===== src/rtl/core/sbc_pkg.sv =====
// Shared types, constants and helpers for the sprite blitter.
package sbc_pkg;

	// Default screen geometry.
	localparam int SCREEN_WIDTH_DEF  = 1024;
	localparam int SCREEN_HEIGHT_DEF = 768;

	// Field widths.
	localparam int PIX_W   = 16;
	localparam int ADDR_W  = 20;
	localparam int POS_W   = 13;
	localparam int DIM_W   = 11;
	localparam int CNT_W   = 10;
	localparam int COORD_W = 14;
	localparam int IDX_W   = 3;
	localparam int DATA_W  = 16;

	localparam logic [DIM_W-1:0] MAX_DIM = 11'd1024;

	// Configuration register indexes.
	localparam logic [IDX_W-1:0] REG_POS_X      = 3'd0;
	localparam logic [IDX_W-1:0] REG_POS_Y      = 3'd1;
	localparam logic [IDX_W-1:0] REG_WIDTH      = 3'd2;
	localparam logic [IDX_W-1:0] REG_HEIGHT     = 3'd3;
	localparam logic [IDX_W-1:0] REG_ALIGN      = 3'd4;
	localparam logic [IDX_W-1:0] REG_KEY_COLOUR = 3'd5;
	localparam logic [IDX_W-1:0] REG_KEY_ENABLE = 3'd6;

	// Alignment codes.
	localparam logic [1:0] ALIGN_LEFT = 2'd0;
	localparam logic [1:0] ALIGN_MID  = 2'd1;
	localparam logic [1:0] ALIGN_END  = 2'd2;

	// Effective configuration seen by the datapath.
	typedef struct packed {
		logic signed [COORD_W-1:0] x_aligned;
		logic signed [POS_W-1:0]   pos_y;
		logic [DIM_W-1:0]          width;
		logic [DIM_W-1:0]          height;
		logic [PIX_W-1:0]          key_colour;
		logic                      key_enable;
	} cfg_t;

	// Per-pixel screen position and end-of-sprite flag.
	typedef struct packed {
		logic signed [COORD_W-1:0] col;
		logic signed [COORD_W-1:0] line;
		logic                      done;
	} pos_t;

	// Zero reads as one, anything above the maximum saturates.
	function automatic logic [DIM_W-1:0] eff_dim(input logic [DIM_W-1:0] d);
		logic [DIM_W-1:0] r;
		r = d;
		if (d == '0) begin
			r = 11'd1;
		end else if (d > MAX_DIM) begin
			r = MAX_DIM;
		end
		return r;
	endfunction

endpackage


===== src/rtl/core/sbc_cfg_regs.sv =====
// Configuration registers and derived sprite geometry.
module sbc_cfg_regs (
	input  logic                        clk,
	input  logic                        arst_n,
	input  logic                        wr,
	input  logic [sbc_pkg::IDX_W-1:0]   index,
	input  logic [sbc_pkg::DATA_W-1:0]  data,
	output sbc_pkg::cfg_t               cfg
);

	logic [sbc_pkg::POS_W-1:0] pos_x_q;
	logic [sbc_pkg::POS_W-1:0] pos_y_q;
	logic [sbc_pkg::DIM_W-1:0] width_q;
	logic [sbc_pkg::DIM_W-1:0] height_q;
	logic [1:0]                align_q;
	logic [sbc_pkg::PIX_W-1:0] key_colour_q;
	logic                      key_enable_q;

	logic [sbc_pkg::DIM_W-1:0]          w_eff;
	logic [sbc_pkg::DIM_W-1:0]          h_eff;
	logic signed [sbc_pkg::COORD_W-1:0] x_ext;
	logic signed [sbc_pkg::COORD_W-1:0] x_sub;

	// Register writes; an index past the list is ignored.
	always_ff @(posedge clk or negedge arst_n) begin
		if (!arst_n) begin
			pos_x_q      <= '0;
			pos_y_q      <= '0;
			width_q      <= 11'd1;
			height_q     <= 11'd1;
			align_q      <= sbc_pkg::ALIGN_LEFT;
			key_colour_q <= '0;
			key_enable_q <= 1'b1;
		end else if (wr) begin
			unique case (index)
				sbc_pkg::REG_POS_X:      pos_x_q      <= data[sbc_pkg::POS_W-1:0];
				sbc_pkg::REG_POS_Y:      pos_y_q      <= data[sbc_pkg::POS_W-1:0];
				sbc_pkg::REG_WIDTH:      width_q      <= data[sbc_pkg::DIM_W-1:0];
				sbc_pkg::REG_HEIGHT:     height_q     <= data[sbc_pkg::DIM_W-1:0];
				sbc_pkg::REG_ALIGN:      align_q      <= data[1:0];
				sbc_pkg::REG_KEY_COLOUR: key_colour_q <= data[sbc_pkg::PIX_W-1:0];
				sbc_pkg::REG_KEY_ENABLE: key_enable_q <= data[0];
				default: ;
			endcase
		end
	end

	// Clamp dimensions and apply the horizontal alignment.
	always_comb begin
		w_eff = sbc_pkg::eff_dim(width_q);
		h_eff = sbc_pkg::eff_dim(height_q);
		x_ext = $signed({pos_x_q[sbc_pkg::POS_W-1], pos_x_q});
		unique case (align_q)
			sbc_pkg::ALIGN_MID: x_sub = $signed({4'b0, w_eff[sbc_pkg::DIM_W-1:1]});
			sbc_pkg::ALIGN_END: x_sub = $signed({3'b0, w_eff});
			default:            x_sub = '0;
		endcase
		cfg.x_aligned  = x_ext - x_sub;
		cfg.pos_y      = $signed(pos_y_q);
		cfg.width      = w_eff;
		cfg.height     = h_eff;
		cfg.key_colour = key_colour_q;
		cfg.key_enable = key_enable_q;
	end

endmodule


===== src/rtl/core/sbc_sequencer.sv =====
// Column and row counters and the screen position of the next pixel.
module sbc_sequencer (
	input  logic          clk,
	input  logic          arst_n,
	input  logic          step,
	input  sbc_pkg::cfg_t cfg,
	output sbc_pkg::pos_t pos
);

	logic [sbc_pkg::CNT_W-1:0] column_q;
	logic [sbc_pkg::CNT_W-1:0] row_q;
	logic [sbc_pkg::DIM_W-1:0] column_inc;
	logic [sbc_pkg::DIM_W-1:0] row_inc;
	logic                      last_col;

	// Rows are placed bottom-up relative to the sprite top.
	always_comb begin
		column_inc = {1'b0, column_q} + 11'd1;
		row_inc    = {1'b0, row_q} + 11'd1;
		last_col   = column_inc >= cfg.width;
		pos.done   = last_col && (row_inc >= cfg.height);
		pos.col    = cfg.x_aligned + $signed({4'b0, column_q});
		pos.line   = $signed({cfg.pos_y[sbc_pkg::POS_W-1], cfg.pos_y})
		             + $signed({3'b0, cfg.height}) - 14'sd1
		             - $signed({4'b0, row_q});
	end

	// Advance the counters on each accepted pixel.
	always_ff @(posedge clk or negedge arst_n) begin
		if (!arst_n) begin
			column_q <= '0;
			row_q    <= '0;
		end else if (step) begin
			if (last_col) begin
				column_q <= '0;
				row_q    <= pos.done ? '0 : row_inc[sbc_pkg::CNT_W-1:0];
			end else begin
				column_q <= column_inc[sbc_pkg::CNT_W-1:0];
			end
		end
	end

endmodule


===== src/rtl/core/sbc_addr_gen.sv =====
// Clipping, color key test and framebuffer address for one pixel.
module sbc_addr_gen #(
	parameter int SCREEN_WIDTH  = sbc_pkg::SCREEN_WIDTH_DEF,
	parameter int SCREEN_HEIGHT = sbc_pkg::SCREEN_HEIGHT_DEF
) (
	input  sbc_pkg::pos_t              pos,
	input  logic [sbc_pkg::PIX_W-1:0]  pixel,
	input  logic [sbc_pkg::PIX_W-1:0]  key_colour,
	input  logic                       key_enable,
	output logic                       write_enable,
	output logic [sbc_pkg::ADDR_W-1:0] fb_address
);

	localparam int COL_W  = $clog2(SCREEN_WIDTH);
	localparam int LINE_W = $clog2(SCREEN_HEIGHT);
	localparam int PROD_W = LINE_W + COL_W + 1;
	localparam int SUM_W  = PROD_W + 1;
	localparam int CMP_W  = sbc_pkg::COORD_W - 1;
	localparam logic [CMP_W-1:0] SW_C = CMP_W'(SCREEN_WIDTH);
	localparam logic [CMP_W-1:0] SH_C = CMP_W'(SCREEN_HEIGHT);
	localparam logic [COL_W:0]   SW_M = (COL_W + 1)'(SCREEN_WIDTH);

	logic                                visible;
	logic                                keyed;
	logic [PROD_W-1:0]                   prod;
	logic [SUM_W-1:0]                    sum;
	logic [SUM_W+sbc_pkg::ADDR_W-1:0]    sum_wide;

	// Line times screen width plus column, low address bits kept.
	always_comb begin
		visible = !pos.col[sbc_pkg::COORD_W-1] && (pos.col[CMP_W-1:0] < SW_C)
		          && !pos.line[sbc_pkg::COORD_W-1] && (pos.line[CMP_W-1:0] < SH_C);
		keyed   = key_enable && (pixel == key_colour);
		prod    = PROD_W'(pos.line[LINE_W-1:0] * SW_M);
		sum     = {1'b0, prod} + SUM_W'(pos.col[COL_W-1:0]);
		sum_wide = {{sbc_pkg::ADDR_W{1'b0}}, sum};
		write_enable = visible && !keyed;
		fb_address   = write_enable ? sum_wide[sbc_pkg::ADDR_W-1:0] : '0;
	end

endmodule


===== src/rtl/core/sprite_blit_clip_color_key.sv =====
// Top level of the sprite blitter with clipping and color key.
//
// Sprite pixels enter on the input channel (pixel_in, in_valid, in_stall) in
// stored row order and leave on the output channel (write_enable, fb_address,
// pixel_out, sprite_done, out_valid, out_stall), one result per pixel.
// A transfer takes place at a clock edge with valid high and stall low.
// Geometry and color key are set through the configuration channel
// (cfg_valid, cfg_ready, cfg_index, cfg_data); cfg_ready is always high, and
// writes belong between sprites while no pixel is in flight.
// The datapath is two registers deep: the input register holds the pixel with
// its screen position, the result register holds the address and enables.
// A result is offered once its pixel has moved on from the input register to
// the result register. While the receiver does not stall, one pixel per cycle
// is sustained, as each register passes on its pixel when it takes the next.
// When the receiver stalls, the result register holds and the input register
// fills; in_stall rises only when both hold data.
// Reset clears the counters and both valid flags and loads the register
// defaults; the next pixel is then taken as column 0 of sprite row 0.
module sprite_blit_clip_color_key #(
	parameter int SCREEN_WIDTH  = sbc_pkg::SCREEN_WIDTH_DEF,
	parameter int SCREEN_HEIGHT = sbc_pkg::SCREEN_HEIGHT_DEF
) (
	input  logic                        clk,
	input  logic                        arst_n,
	input  logic                        in_valid,
	output logic                        in_stall,
	input  logic [sbc_pkg::PIX_W-1:0]   pixel_in,
	output logic                        out_valid,
	input  logic                        out_stall,
	output logic                        write_enable,
	output logic [sbc_pkg::ADDR_W-1:0]  fb_address,
	output logic [sbc_pkg::PIX_W-1:0]   pixel_out,
	output logic                        sprite_done,
	input  logic                        cfg_valid,
	output logic                        cfg_ready,
	input  logic [sbc_pkg::IDX_W-1:0]   cfg_index,
	input  logic [sbc_pkg::DATA_W-1:0]  cfg_data
);

	sbc_pkg::cfg_t cfg;
	sbc_pkg::pos_t pos_next;
	sbc_pkg::pos_t pos_s1;

	logic                        valid_s1;
	logic [sbc_pkg::PIX_W-1:0]   pixel_s1;
	logic                        valid_s2;
	logic                        we_s2;
	logic [sbc_pkg::ADDR_W-1:0]  addr_s2;
	logic [sbc_pkg::PIX_W-1:0]   pixel_s2;
	logic                        done_s2;

	logic                        out_free;
	logic                        advance;
	logic                        accept;
	logic                        we_calc;
	logic [sbc_pkg::ADDR_W-1:0]  addr_calc;

	assign cfg_ready = 1'b1;

	sbc_cfg_regs u_cfg (
		.clk    (clk),
		.arst_n (arst_n),
		.wr     (cfg_valid && cfg_ready),
		.index  (cfg_index),
		.data   (cfg_data),
		.cfg    (cfg)
	);

	sbc_sequencer u_seq (
		.clk    (clk),
		.arst_n (arst_n),
		.step   (accept),
		.cfg    (cfg),
		.pos    (pos_next)
	);

	sbc_addr_gen #(
		.SCREEN_WIDTH  (SCREEN_WIDTH),
		.SCREEN_HEIGHT (SCREEN_HEIGHT)
	) u_addr (
		.pos          (pos_s1),
		.pixel        (pixel_s1),
		.key_colour   (cfg.key_colour),
		.key_enable   (cfg.key_enable),
		.write_enable (we_calc),
		.fb_address   (addr_calc)
	);

	// Pipeline flow control.
	assign out_free = !valid_s2 || !out_stall;
	assign advance  = valid_s1 && out_free;
	assign in_stall = valid_s1 && !out_free;
	assign accept   = in_valid && !in_stall;

	always_ff @(posedge clk or negedge arst_n) begin
		if (!arst_n) begin
			valid_s1 <= 1'b0;
			valid_s2 <= 1'b0;
		end else begin
			if (accept) begin
				valid_s1 <= 1'b1;
			end else if (advance) begin
				valid_s1 <= 1'b0;
			end
			if (advance) begin
				valid_s2 <= 1'b1;
			end else if (!out_stall) begin
				valid_s2 <= 1'b0;
			end
		end
	end

	// Input register: pixel with its screen position.
	always_ff @(posedge clk) begin
		if (accept) begin
			pixel_s1 <= pixel_in;
			pos_s1   <= pos_next;
		end
	end

	// Result register.
	always_ff @(posedge clk) begin
		if (advance) begin
			we_s2    <= we_calc;
			addr_s2  <= addr_calc;
			pixel_s2 <= pixel_s1;
			done_s2  <= pos_s1.done;
		end
	end

	assign out_valid    = valid_s2;
	assign write_enable = we_s2;
	assign fb_address   = addr_s2;
	assign pixel_out    = pixel_s2;
	assign sprite_done  = done_s2;

endmodule


===== config.mk =====
export PLATFORM = sky130hd
export DESIGN_NAME = sprite_blit_clip_color_key
export DESIGN_NICKNAME = d
export VERILOG_FILES = /design/src/rtl/core/sbc_pkg.sv /design/src/rtl/core/sbc_cfg_regs.sv /design/src/rtl/core/sbc_sequencer.sv /design/src/rtl/core/sbc_addr_gen.sv /design/src/rtl/core/sprite_blit_clip_color_key.sv
export SDC_FILE = /design/constraint.sdc
export NUM_CORES = 1
export LEC_CHECK = 0
export ABC_AREA = 1
export BUFFER_PORTS_ARGS = -buffer_cell sky130_fd_sc_hd__buf_2
export CORE_MARGIN = 10
export CORE_UTILIZATION = 30
export CTS_CLUSTER_DIAMETER = 200
export CTS_CLUSTER_SIZE = 14
export DETAILED_ROUTE_END_ITERATION = 8
export PLACE_DENSITY = 0.54
export RECOVER_POWER = 50
export SYNTH_ARGS = -nofsm -noshare
export SYNTH_HDL_FRONTEND = slang
export SYNTH_HIERARCHICAL = 1
export SYNTH_SLANG_ARGS = --single-unit

===== constraint.sdc =====
create_clock -name clk -period 6.7 [get_ports clk]
set_input_delay 0.67 -clock clk [delete_from_list [all_inputs] [get_ports clk]]
set_output_delay 0.67 -clock clk [all_outputs]
set_load 0.05 [all_outputs]

==> results.md, run 1 <==
- # fillers: 3472
- Worst r2r src: u_cfg/width_q[2]$_DFFE_PN0P_
- Maximum vdd drop: 0.179 mV
- Unique masters post-synth: 43
- Commonest non-fill, non-tap cell in the layout: nand2_1
- Unrepaired setup endpoints after global routing: false
- Syn_area_per_cell: between 8 and 9 µm²
- Pwr/cell area: ~370 mW/mm²
- Ys async rst share: 0.517
- Total track usage: 0.120
- DR top layer: met4
- I/O pin total: roughly 80
- Register bit total from synthesis: 172
- H-Tree Depth: 4
- RD Place Congestion: 0.857
- Final Max Tran Viols: between 60 and 70
- Vias in the first global route: 7452
- Postcts setup bufs: 0
- Critical path origin: u_cfg/width_q[2]$_DFFE_PN0P_
- Tightest Pin Transition: 2210 ps
- Vias per cell: 4.42
- DIE AREA: 0.0407 mm²
- Leakage: roughly 5.5 nW
- Metal2 WL: 11.4 mm
- Critical path depth in cells: 21
- Die H: 202 µm
- CP bufs+invs: 1
- ANT nets after route: 0
- Min cycle time layout: 3870 ps
- Failing checks: capacitance limit, slew limit
- Clock Root Buffer: clkbuf_16
- Max_cap viols: 2
- Setup slack, reg-to-reg: 2830 ps
- Num Clock Sinks: 172
- Critical Path Fanout Max: 17
- Relative slew slack: -0.474
- Cts hold-fix bufs: 0
- Routed WL: 23.8 mm
- CP arrival: 4070 ps
- Worst hold slack: approximately 400 ps
- CP endpoint: pos_s1[28]$_DFFE_PP_
- Total chip power: about 0.0042 W
- Num rows: 66
- Routed length on met3: about 1.0 mm
- Clock Path Buffers: 2
- Top_reg_cell synth: dfrtp_1
- Initial DRC Count: 486
- Chip width: 202 µm
- Sequential-to-total area share from yosys stat: 0.477
- Synth warnings: 6
- Outcome: finished, violations left
- Worst path required time: ~7000 ps
- Number of enable flip-flop cells after synthesis: 83
- HP Class: in -> reg
- Setup TNS: 0 ps
- Net Count, Synth: around 1300
- Wire length per cell: 14.0 µm
- Initial antenna violation count: 0
- N_diodes: 0
- Worst reg2reg endpoint: pos_s1[28]$_DFFE_PP_
- Fin crit share: 0.578
- CP dominant cell by count: nand2_1
- Worst path slowest cell: dfrtp_1
- Final setup fails: 0
- PostCTS Resize Cnt: 0
- Gr ovfl total: 0
- Crit-path max cell delay: 430 ps
- Utilization after layout: 0.348
- Finished Layout Cells: 1700
- Commonest cells after routing, fill and taps aside: 294 x nand2_1, 203 x inv_1, 108 x nor2_1, 86 x dfrtp_1, 86 x o21ai_0
- Post-Syn Area: 0.00990 mm²
- CP Capture Type: flip-flop
- DRC violations left: 0
- Largest delay share family, worst path: simple AND/OR/NAND/NOR gates
- Largest net degree at the start of global routing: 62
- Global-route wire length before repair: ~40 mm
- Final Hold Fails: 0
- Post-Syn Instances: roughly 1200
- DPL Wire Length: 18.3 mm
- Share of cells above drive strength 1: 0.111
- Vias: 7514
- Inst Count DP: 1668
- Kind of critical path: reg -> reg
- Initial Util: 0.304
- Wl on met1: around 11 mm
- Final Net Count: between 1000 and 1500
- CP Cell Sequence: nor2_1, nand3_1, o21bai_4, nand3_1, a21oi_1, ha_1, inv_1, fa_1, nand3_1, nand2_1, nand2_1, nand2_1, xor2_1, ha_1, nand2_1, o21ai_0, nand2_1, nand3_1, nand3_1, nand2_1, nand2_1
- Clock-pin slew on the worst setup and hold paths: 80 ps
- Area Overhead vs Synth: 14.2%
- Critical Path Start Type: flip-flop
- Reg2Reg Depth: 21
- Max Clock Skew: 18.3 ps
- Fmax: 0.258 GHz
- CTS buffer count: 17
- Drt pass-1 iters: 5
- Core Box Area: 0.0325 mm²
- Clk Latency, worst-skew pair: 440 ps
- TritonCTS clock tree: built
- IO Port Bufs: 79
report_power, final:
group / switching [W] / internal (W) / total [W]
Clock: 0.000475 / 0.000495 / 0.000970
Sequential: 0.000143 / 0.00140 / 0.00154
Combinational: 0.00108 / 0.000580 / 0.00166
Total: 0.00169 / 0.00247 / 0.00416
state kept, by name (all words and copies together) (netlist names):
| signal | count |
|---|---|
| pos_s1 | 29 |
| fb_address | 20 |
| pixel_out | 16 |
| pixel_s1 | 16 |
| u_cfg/key_colour_q | 16 |
| u_cfg/pos_x_q | 13 |
| u_cfg/pos_y_q | 13 |
| u_cfg/height_q | 11 |
| u_cfg/width_q | 11 |
| u_seq/column_q | 10 |
| u_seq/row_q | 10 |
| u_cfg/align_q | 2 |
| out_valid | 1 |
| sprite_done | 1 |
| u_cfg/key_enable_q | 1 |
| valid_s1 | 1 |
| write_enable | 1 |
layer usage:
metal | up-vias | global-route usage
li1 | 3863 | -
met1 | 3510 | 0.152
met2 | 124 | 0.201
met3 | 17 | 0.0260
met4 | 0 | 0.0362
met5 | - | 0
synth_stat cells, types with 7 or more instances:
library cell  count  area (µm²)
fa_1             13         260
nor3_1            7        35.0
nor2_1          107         402
nor2_2           11        68.8
xor2_1           25         219
dfrtp_1          86        2150
xnor2_1          14         123
o21ai_0          85         425
edfxtp_1         83        2490
o21ai_1           9        45.0
nand4_1          23         144
nand2_1         294        1100
nand3_1          52         260
inv_1           204         766
ha_1             61         763
clkbuf_1         12        45.0
a21oi_1          32         160
layout make-up:
| cell class | instances | area [µm²] | share of cell area |
|---|---|---|---|
| sequential | 172 | 4720 | 0.418 |
| inverter | 208 | 781 | 0.0690 |
| multi-input combinational | 764 | 4270 | 0.377 |
| clock buffer | 17 | 425 | 0.0376 |
| clock inverter | 15 | 149 | 0.0132 |
| timing repair buffer | 82 | 410 | 0.0363 |
| tap | 442 | 553 | 0.0489 |
per-stage QoR:
stage / cell area (µm²) / setup WS (ps)
floorplan: 9900 / 3360
global placement: 10800 / 2910
detailed placement: 10800 / 2850
CTS: 11300 / 2810
global route: 11300 / 2340
finish: 11300 / 2830
cell families after synthesis:
logic type,Yosys count,synth area share
AND/OR/NAND/NOR,508,0.214
AO/OA/AOI/OAI,139,0.0746
multiplexers,3,0.00341
flip-flops,172,0.477
buffers and inverters,232,0.0925
XOR/XNOR,39,0.0345
adder cells (fa/ha/maj),74,0.103
other,1,0.000379
worst min path at each step:
stage,from,to,slack (ps),cells past startpoint
after floorplan,arst_n,out_valid$_DFFE_PN0P_,370,0
after global placement,pos_s1[0]$_DFFE_PP_,sprite_done$_DFFE_PP_,420,0
after detailed placement,pos_s1[0]$_DFFE_PP_,sprite_done$_DFFE_PP_,420,0
after CTS,arst_n,u_seq/column_q[6]$_DFFE_PN0P_,170,1
after global routing,pixel_in[5],pixel_s1[5]$_DFFE_PP_,370,1
final,pixel_in[7],pixel_s1[7]$_DFFE_PP_,400,1
Power figures use the tool's default switching activity.
==> run 2: changes to the inputs <==
==> constraint.sdc (replaced) <==
create_clock -name clk -period 4 [get_ports clk]
set_input_delay 0.4 -clock clk [delete_from_list [all_inputs] [get_ports clk]]
set_output_delay 0.4 -clock clk [all_outputs]
set_load 0.05 [all_outputs]
==> run 2 against run 1 <==
Against the previous run:
- the flow still finishes with violations (capacitance limit, slew limit)
- sequential share of layout area fell by 0.47 points
- register-to-register slack got worse by 2500 ps
- first-iteration DRC count rose by 15%
- routed wire length rose by 2.7%
- critical path type unchanged
- critical endpoint unchanged
- largest power group unchanged
- highest routed layer unchanged
==> results.md, run 2 (synthesized netlist as in run 1, its figures left out) <==
- Outcome: finished, violations left
- Failing checks: capacitance limit, slew limit
- Critical Path Fanout Max: 8
- Clk Latency, worst-skew pair: approximately 440 ps
- HP Class: in -> reg
- Setup WS post-layout: 344 ps
- Largest delay share family, worst path: simple AND/OR/NAND/NOR gates
- Chip width: 202 µm
- Final setup fails: 0
- Combinational power share: 0.395
- Drt pass-1 iters: 5
- Setup TNS: 0 ps
- Maximum vdd drop: 0.278 mV
- Share of cells above drive strength 1: 0.118
- Internal: around 0.0042 W
- ANT nets after route: 0
- Vias: 7615
- CP arrival: 3840 ps
- N_diodes: 0
- Clock Path Buffers: 2
- Placement Cell Area: approximately 0.011 mm²
- DIE AREA: 0.0407 mm²
- TritonCTS clock tree: built
- Final Net Count: 1362
- Switch share: 0.409
- Postcts setup bufs: 0
- H-Tree Depth: 4
- Vias in the first global route: 7564
- Placement Setup Slack: 302 ps
- Most flop-heavy register: pos_s1
- Critical Path Start Type: flip-flop
- Fmax: around 0.27 GHz
- Final instance area: 0.0114 mm²
- Leakage: ~5.6 nW
- Largest net degree at the start of global routing: 72
- CP bufs+invs: 1
- Area Overhead vs Synth: 15.5%
- CP Capture Type: flip-flop
- Die H: 202 µm
- CP dominant cell by count: nand2_1
- Relative slew slack: -0.258
- I/O pin total: 81
- DPL Wire Length: 18.6 mm
- # fillers: 3458
- Routed WL: 24.5 mm
- RD Place Congestion: 0.922
- Commonest cells after routing, fill and taps aside: 294 x nand2_1, 203 x inv_1, 104 x nor2_1, 85 x dfrtp_1, 85 x o21ai_0
- Core Box Area: 0.0325 mm²
- DRC violations left: 0
- IO Port Bufs: 79
- Crit-path max cell delay: 490 ps
- Final Max Tran Viols: 72
- Wire length per cell: 14.4 µm
- Gr ovfl total: 0
- Fin crit share: 0.914
- Global-route wire length before repair: 40.1 mm
- Vias per cell: 4.47
- Num rows: 66
- CP Cell Sequence: nor2_1, nand2_1, a21oi_1, ha_2, inv_1, fa_1, nand3_1, nand2_1, nand2_1, nand2_1, xor2_1, ha_1, nand2_1, nor2_2, nand3_1, nand3_1, nand3_1, nand2_1, nand2_1
- Tightest Pin Transition: 1890 ps
- Commonest non-fill, non-tap cell in the layout: nand2_1
- Pwr/cell area: 628 mW/mm²
- Max Clock Skew: 15.1 ps
- Num Clock Sinks: ~170
- Initial antenna violation count: 0
- Clock-pin slew on the worst setup and hold paths: 90 ps
- Clock Power Share: 0.246
- Worst hold slack: 131 ps
- CTS buffer count: 17
- Worst path slowest cell: dfrtp_1
- Total track usage: 0.123
- Max_cap viols: 1
- Min cycle time layout: 3660 ps
- Kind of critical path: reg -> reg
- Worst path required time: about 4200 ps
- Largest register FFs: 29
- Initial Util: 0.304
- Sequential Power Share: 0.359
- NetSw: 0.00294 W
- Final Hold Fails: 0
- Clock Root Buffer: clkbuf_16
- Initial DRC Count: roughly 560
-- run 2: cell count changes in the layout (fill, tap and decap cells not counted), sizes merged --
cell,before,now
buf,78,74
bufinv,0,1
clkbuf,21,28
clkinv,9,10
clkinvlp,0,1
inv,214,211
-- run 2: routing by layer --
metal  GRT usage  share of wire  routed length [µm]
met1       0.155           0.46               11200
met2       0.209           0.49               12000
met3      0.0249          0.041                1010
met4      0.0341          0.011                 269
met5           0              0                   0
-- run 2: repair_timing --
| action | CTS | global route |
|---|---|---|
| resized for setup | 0 | 13 |
| endpoints found under the setup margin | 0 | 4 |
| hold buffers | 0 | 0 |
-- run 2: power groups by stage --
stage | clock network, W | logic (W) | registers, W
finish | 0.00177 | 0.00284 | 0.00258
CTS | 0.00183 | 0.00284 | 0.00258
floorplan | 0 | 0.00207 | 0.00264
detailed placement | 0 | 0.00283 | 0.00261
global placement | 0 | 0.00281 | 0.00260
global route | 0.00190 | 0.00327 | 0.00263
-- run 2: final cells by class --
cell class,instances,area [µm²],area share
inverter,208,781,0.0682
timing repair buffer,85,438,0.0383
tap,442,553,0.0483
multi-input combinational,764,4300,0.376
sequential,172,4720,0.413
clock inverter,15,216,0.0189
clock buffer,17,425,0.0372
-- run 2: path summary, 6_finish.rpt --
check | start | to | slack [ps] | cells after the start
worst max-delay path | u_cfg/width_q[10]$_DFFE_PN0P_ | pos_s1[28]$_DFFE_PP_ | 340 | 19
worst min-delay path | pixel_in[14] | pixel_s1[14]$_DFFE_PP_ | 130 | 1
worst max register to register | u_cfg/width_q[10]$_DFFE_PN0P_ | pos_s1[28]$_DFFE_PP_ | 340 | 19
worst min register to register | pos_s1[0]$_DFFE_PP_ | sprite_done$_DFFE_PP_ | 430 | 0
max in group asynchronous | arst_n | u_cfg/pos_x_q[8]$_DFFE_PN0P_ | 1730 | 2
min in group asynchronous | arst_n | u_seq/column_q[1]$_DFFE_PN0P_ | 440 | 1
-- run 2: through the flow --
step                      std cells  total power [W]   util
final                          1703          0.00719  0.352
after global routing           1703          0.00780  0.352
after CTS                      1703          0.00725  0.351
after detailed placement       1671          0.00544  0.332
after global placement         1671          0.00541  0.332
after floorplan                1168          0.00470      -
==> run 3: changes to the inputs <==
--- a/config.mk
+++ b/config.mk
@@ -6,13 +6,13 @@
 export NUM_CORES = 1
 export LEC_CHECK = 0
 export ABC_AREA = 1
-export BUFFER_PORTS_ARGS = -buffer_cell sky130_fd_sc_hd__buf_2
 export CORE_MARGIN = 10
 export CORE_UTILIZATION = 30
 export CTS_CLUSTER_DIAMETER = 200
 export CTS_CLUSTER_SIZE = 14
 export DETAILED_ROUTE_END_ITERATION = 8
-export PLACE_DENSITY = 0.54
+export DONT_BUFFER_PORTS = 1
+export PLACE_DENSITY = 0.52
 export RECOVER_POWER = 50
 export SYNTH_ARGS = -nofsm -noshare
 export SYNTH_HDL_FRONTEND = slang
==> run 3 against run 2 <==
Against the previous run:
- the run still ends with capacitance limit, slew limit left
- via count fell by 4.1%
- combinational power decreased by 6%
- core utilization fell by 1.2 points
- clock power about the same
- non-clock buffer count decreased by 78
- critical path type unchanged
- critical endpoint is now pos_s1[25]$_DFFE_PP_
==> results.md, run 3 (synthesized netlist as in run 1, its figures left out) <==
- I/O pin total: 81
- Initial DRC Count: 392
- Worst hold slack: 49.1 ps
- Initial Util: 0.304
- Initial antenna violation count: 0
- Vias: 7305
- Failing checks: capacitance limit, slew limit
- Maximum vdd drop: 0.322 mV
- DPL Wire Length: 18.2 mm
- Vias per cell: between 4 and 5
- H-Tree Depth: 4
- Vias in the first global route: 6999
- Global-route wire length before repair: 38.5 mm
- Final setup fails: 0
- Gr ovfl total: 0
- Critical Path Start Type: flip-flop
- CP Cell Sequence: nor2_1, nand2_1, nor2_1, nand2_1, nand2_1, nand3_1, a21oi_1, ha_1, inv_1, fa_1, nand3_1, nand2_1, nand2_1, nand2b_1, xor2_1, ha_1, nand2_1, nor2_1, nand2_1, o211ai_1, xor2_1
- Outcome: finished, violations left
- DR top layer: met4
- Num rows: 66
- Worst path required time: 4170 ps
- Kind of critical path: reg -> reg
- Clock Root Buffer: clkbuf_16
- HP Class: in -> reg
- CP bufs+invs: 1
- Commonest non-fill, non-tap cell in the layout: nand2_1
- Routed WL: 23.9 mm
- CP arrival: 3770 ps
- DIE AREA: 0.0407 mm²
- Largest register FFs: 29
- Fin crit share: 0.900
- CP dominant cell by count: nand2_1
- Metal2 WL: around 11 mm
- Final Net Count: 1284
- # fillers: between 3000 and 4000
- Area Overhead vs Synth: 11.4%
- Min cycle time layout: 3600 ps
- Pwr/cell area: 644 mW/mm²
- Drt pass-1 iters: 5
- Clk Latency, worst-skew pair: 440 ps
- Most flop-heavy register: pos_s1
- N_diodes: 0
- Final Hold Fails: 0
- Final Max Tran Viols: 90
- Total track usage: 0.119
- Clock-pin slew on the worst setup and hold paths: 90 ps
- IO Port Bufs: 0
- Routed length on met3: about 790 µm
- ANT nets after route: 0
- Largest net degree at the start of global routing: 90
- CTS buffer count: 17
- Tightest Pin Transition: 2300 ps
- Num Clock Sinks: 172
- Leakage: 5.27 nW
- Share of cells above drive strength 1: 0.0609
- Wire length per cell: 14.7 µm
- Largest delay share family, worst path: simple AND/OR/NAND/NOR gates
- Chip width: 202 µm
- Max Clock Skew: between 15 and 20 ps
- Fmax: 0.278 GHz
- Clock Path Buffers: 2
- Max_cap viols: 1
- TritonCTS clock tree: built
- Relative slew slack: -0.531
- Unrepaired setup endpoints after global routing: false
- Worst path slowest cell: dfrtp_1
- Commonest cells after routing, fill and taps aside: 294 x nand2_1, 203 x inv_1, 108 x nor2_1, 86 x dfrtp_1, 85 x o21ai_0
- Die H: 202 µm
- Setup slack, reg-to-reg: 400 ps
- DRC violations left: 0
- Postcts setup bufs: 0
- Wl on met1: 11.2 mm
- Core Box Area: about 0.033 mm²
- Crit-path max cell delay: 420 ps
- RD Place Congestion: between 0.8 and 0.9
- Setup TNS: 0 ps
- CP Capture Type: flip-flop
- Critical Path Fanout Max: 5
run 3: changes by cell type in the layout (fill, tap and decap cells not counted), moves of 2 or more:
cell and delta:
clkinv_8 -2, inv_12 +3, clkbuf_1 -10, buf_2 -69, nor2_2 -4, nor2_1 +4
run 3: routing by layer:
layer,vias to the layer above,global-route usage
met5,-,0
met4,0,0.0376
met3,24,0.0230
met2,113,0.197
met1,3447,0.152
li1,3721,-
run 3: repair_timing:
item,CTS,global route
hold buffers,2,0
endpoints found under the hold margin,89,0
setup endpoints to repair,0,2
resized for setup,0,5
run 3: final timing paths:
check / start / end / depth (start not counted)
max: u_cfg/width_q[4]$_DFFE_PN0P_ / pos_s1[25]$_DFFE_PP_ / 21
min: pixel_in[13] / pixel_s1[13]$_DFFE_PP_ / 0
max reg2reg: u_cfg/width_q[4]$_DFFE_PN0P_ / pos_s1[25]$_DFFE_PP_ / 21
min reg2reg: pos_s1[0]$_DFFE_PP_ / sprite_done$_DFFE_PP_ / 0
max in group asynchronous: arst_n / u_seq/row_q[5]$_DFFE_PN0P_ / 2
min in group asynchronous: arst_n / u_seq/column_q[1]$_DFFE_PN0P_ / 2
run 3: final cells by class:
type | instances | area (µm²) | share of cell area
tap | 442 | 553 | 0.0501
timing repair buffer | 7 | 65.1 | 0.00590
multi-input combinational | 764 | 4280 | 0.388
sequential | 172 | 4720 | 0.428
inverter | 208 | 781 | 0.0708
clock inverter | 15 | 204 | 0.0185
clock buffer | 17 | 425 | 0.0386
run 3: through the flow:
stage           util  total power [W]  setup slack, ps  cell area (µm²)  instances
5_1_grt        0.339          0.00771             25.8            11000       1625
4_1_cts        0.340          0.00720              356            11000       1625
2_1_floorplan      -          0.00470              660             9900       1168
3_3_place_gp   0.319          0.00537              335            10400       1591
6_report       0.339          0.00711              402            11000       1625
3_5_place_dp   0.319          0.00539              363            10400       1591
run 3: power by group:
group / internal [W] / leakage (nW) / switching [W]
registers: 0.00234 / 1.93 / 0.000351
logic: 0.000963 / 3.04 / 0.00171
clock network: 0.000873 / 0.303 / 0.000874
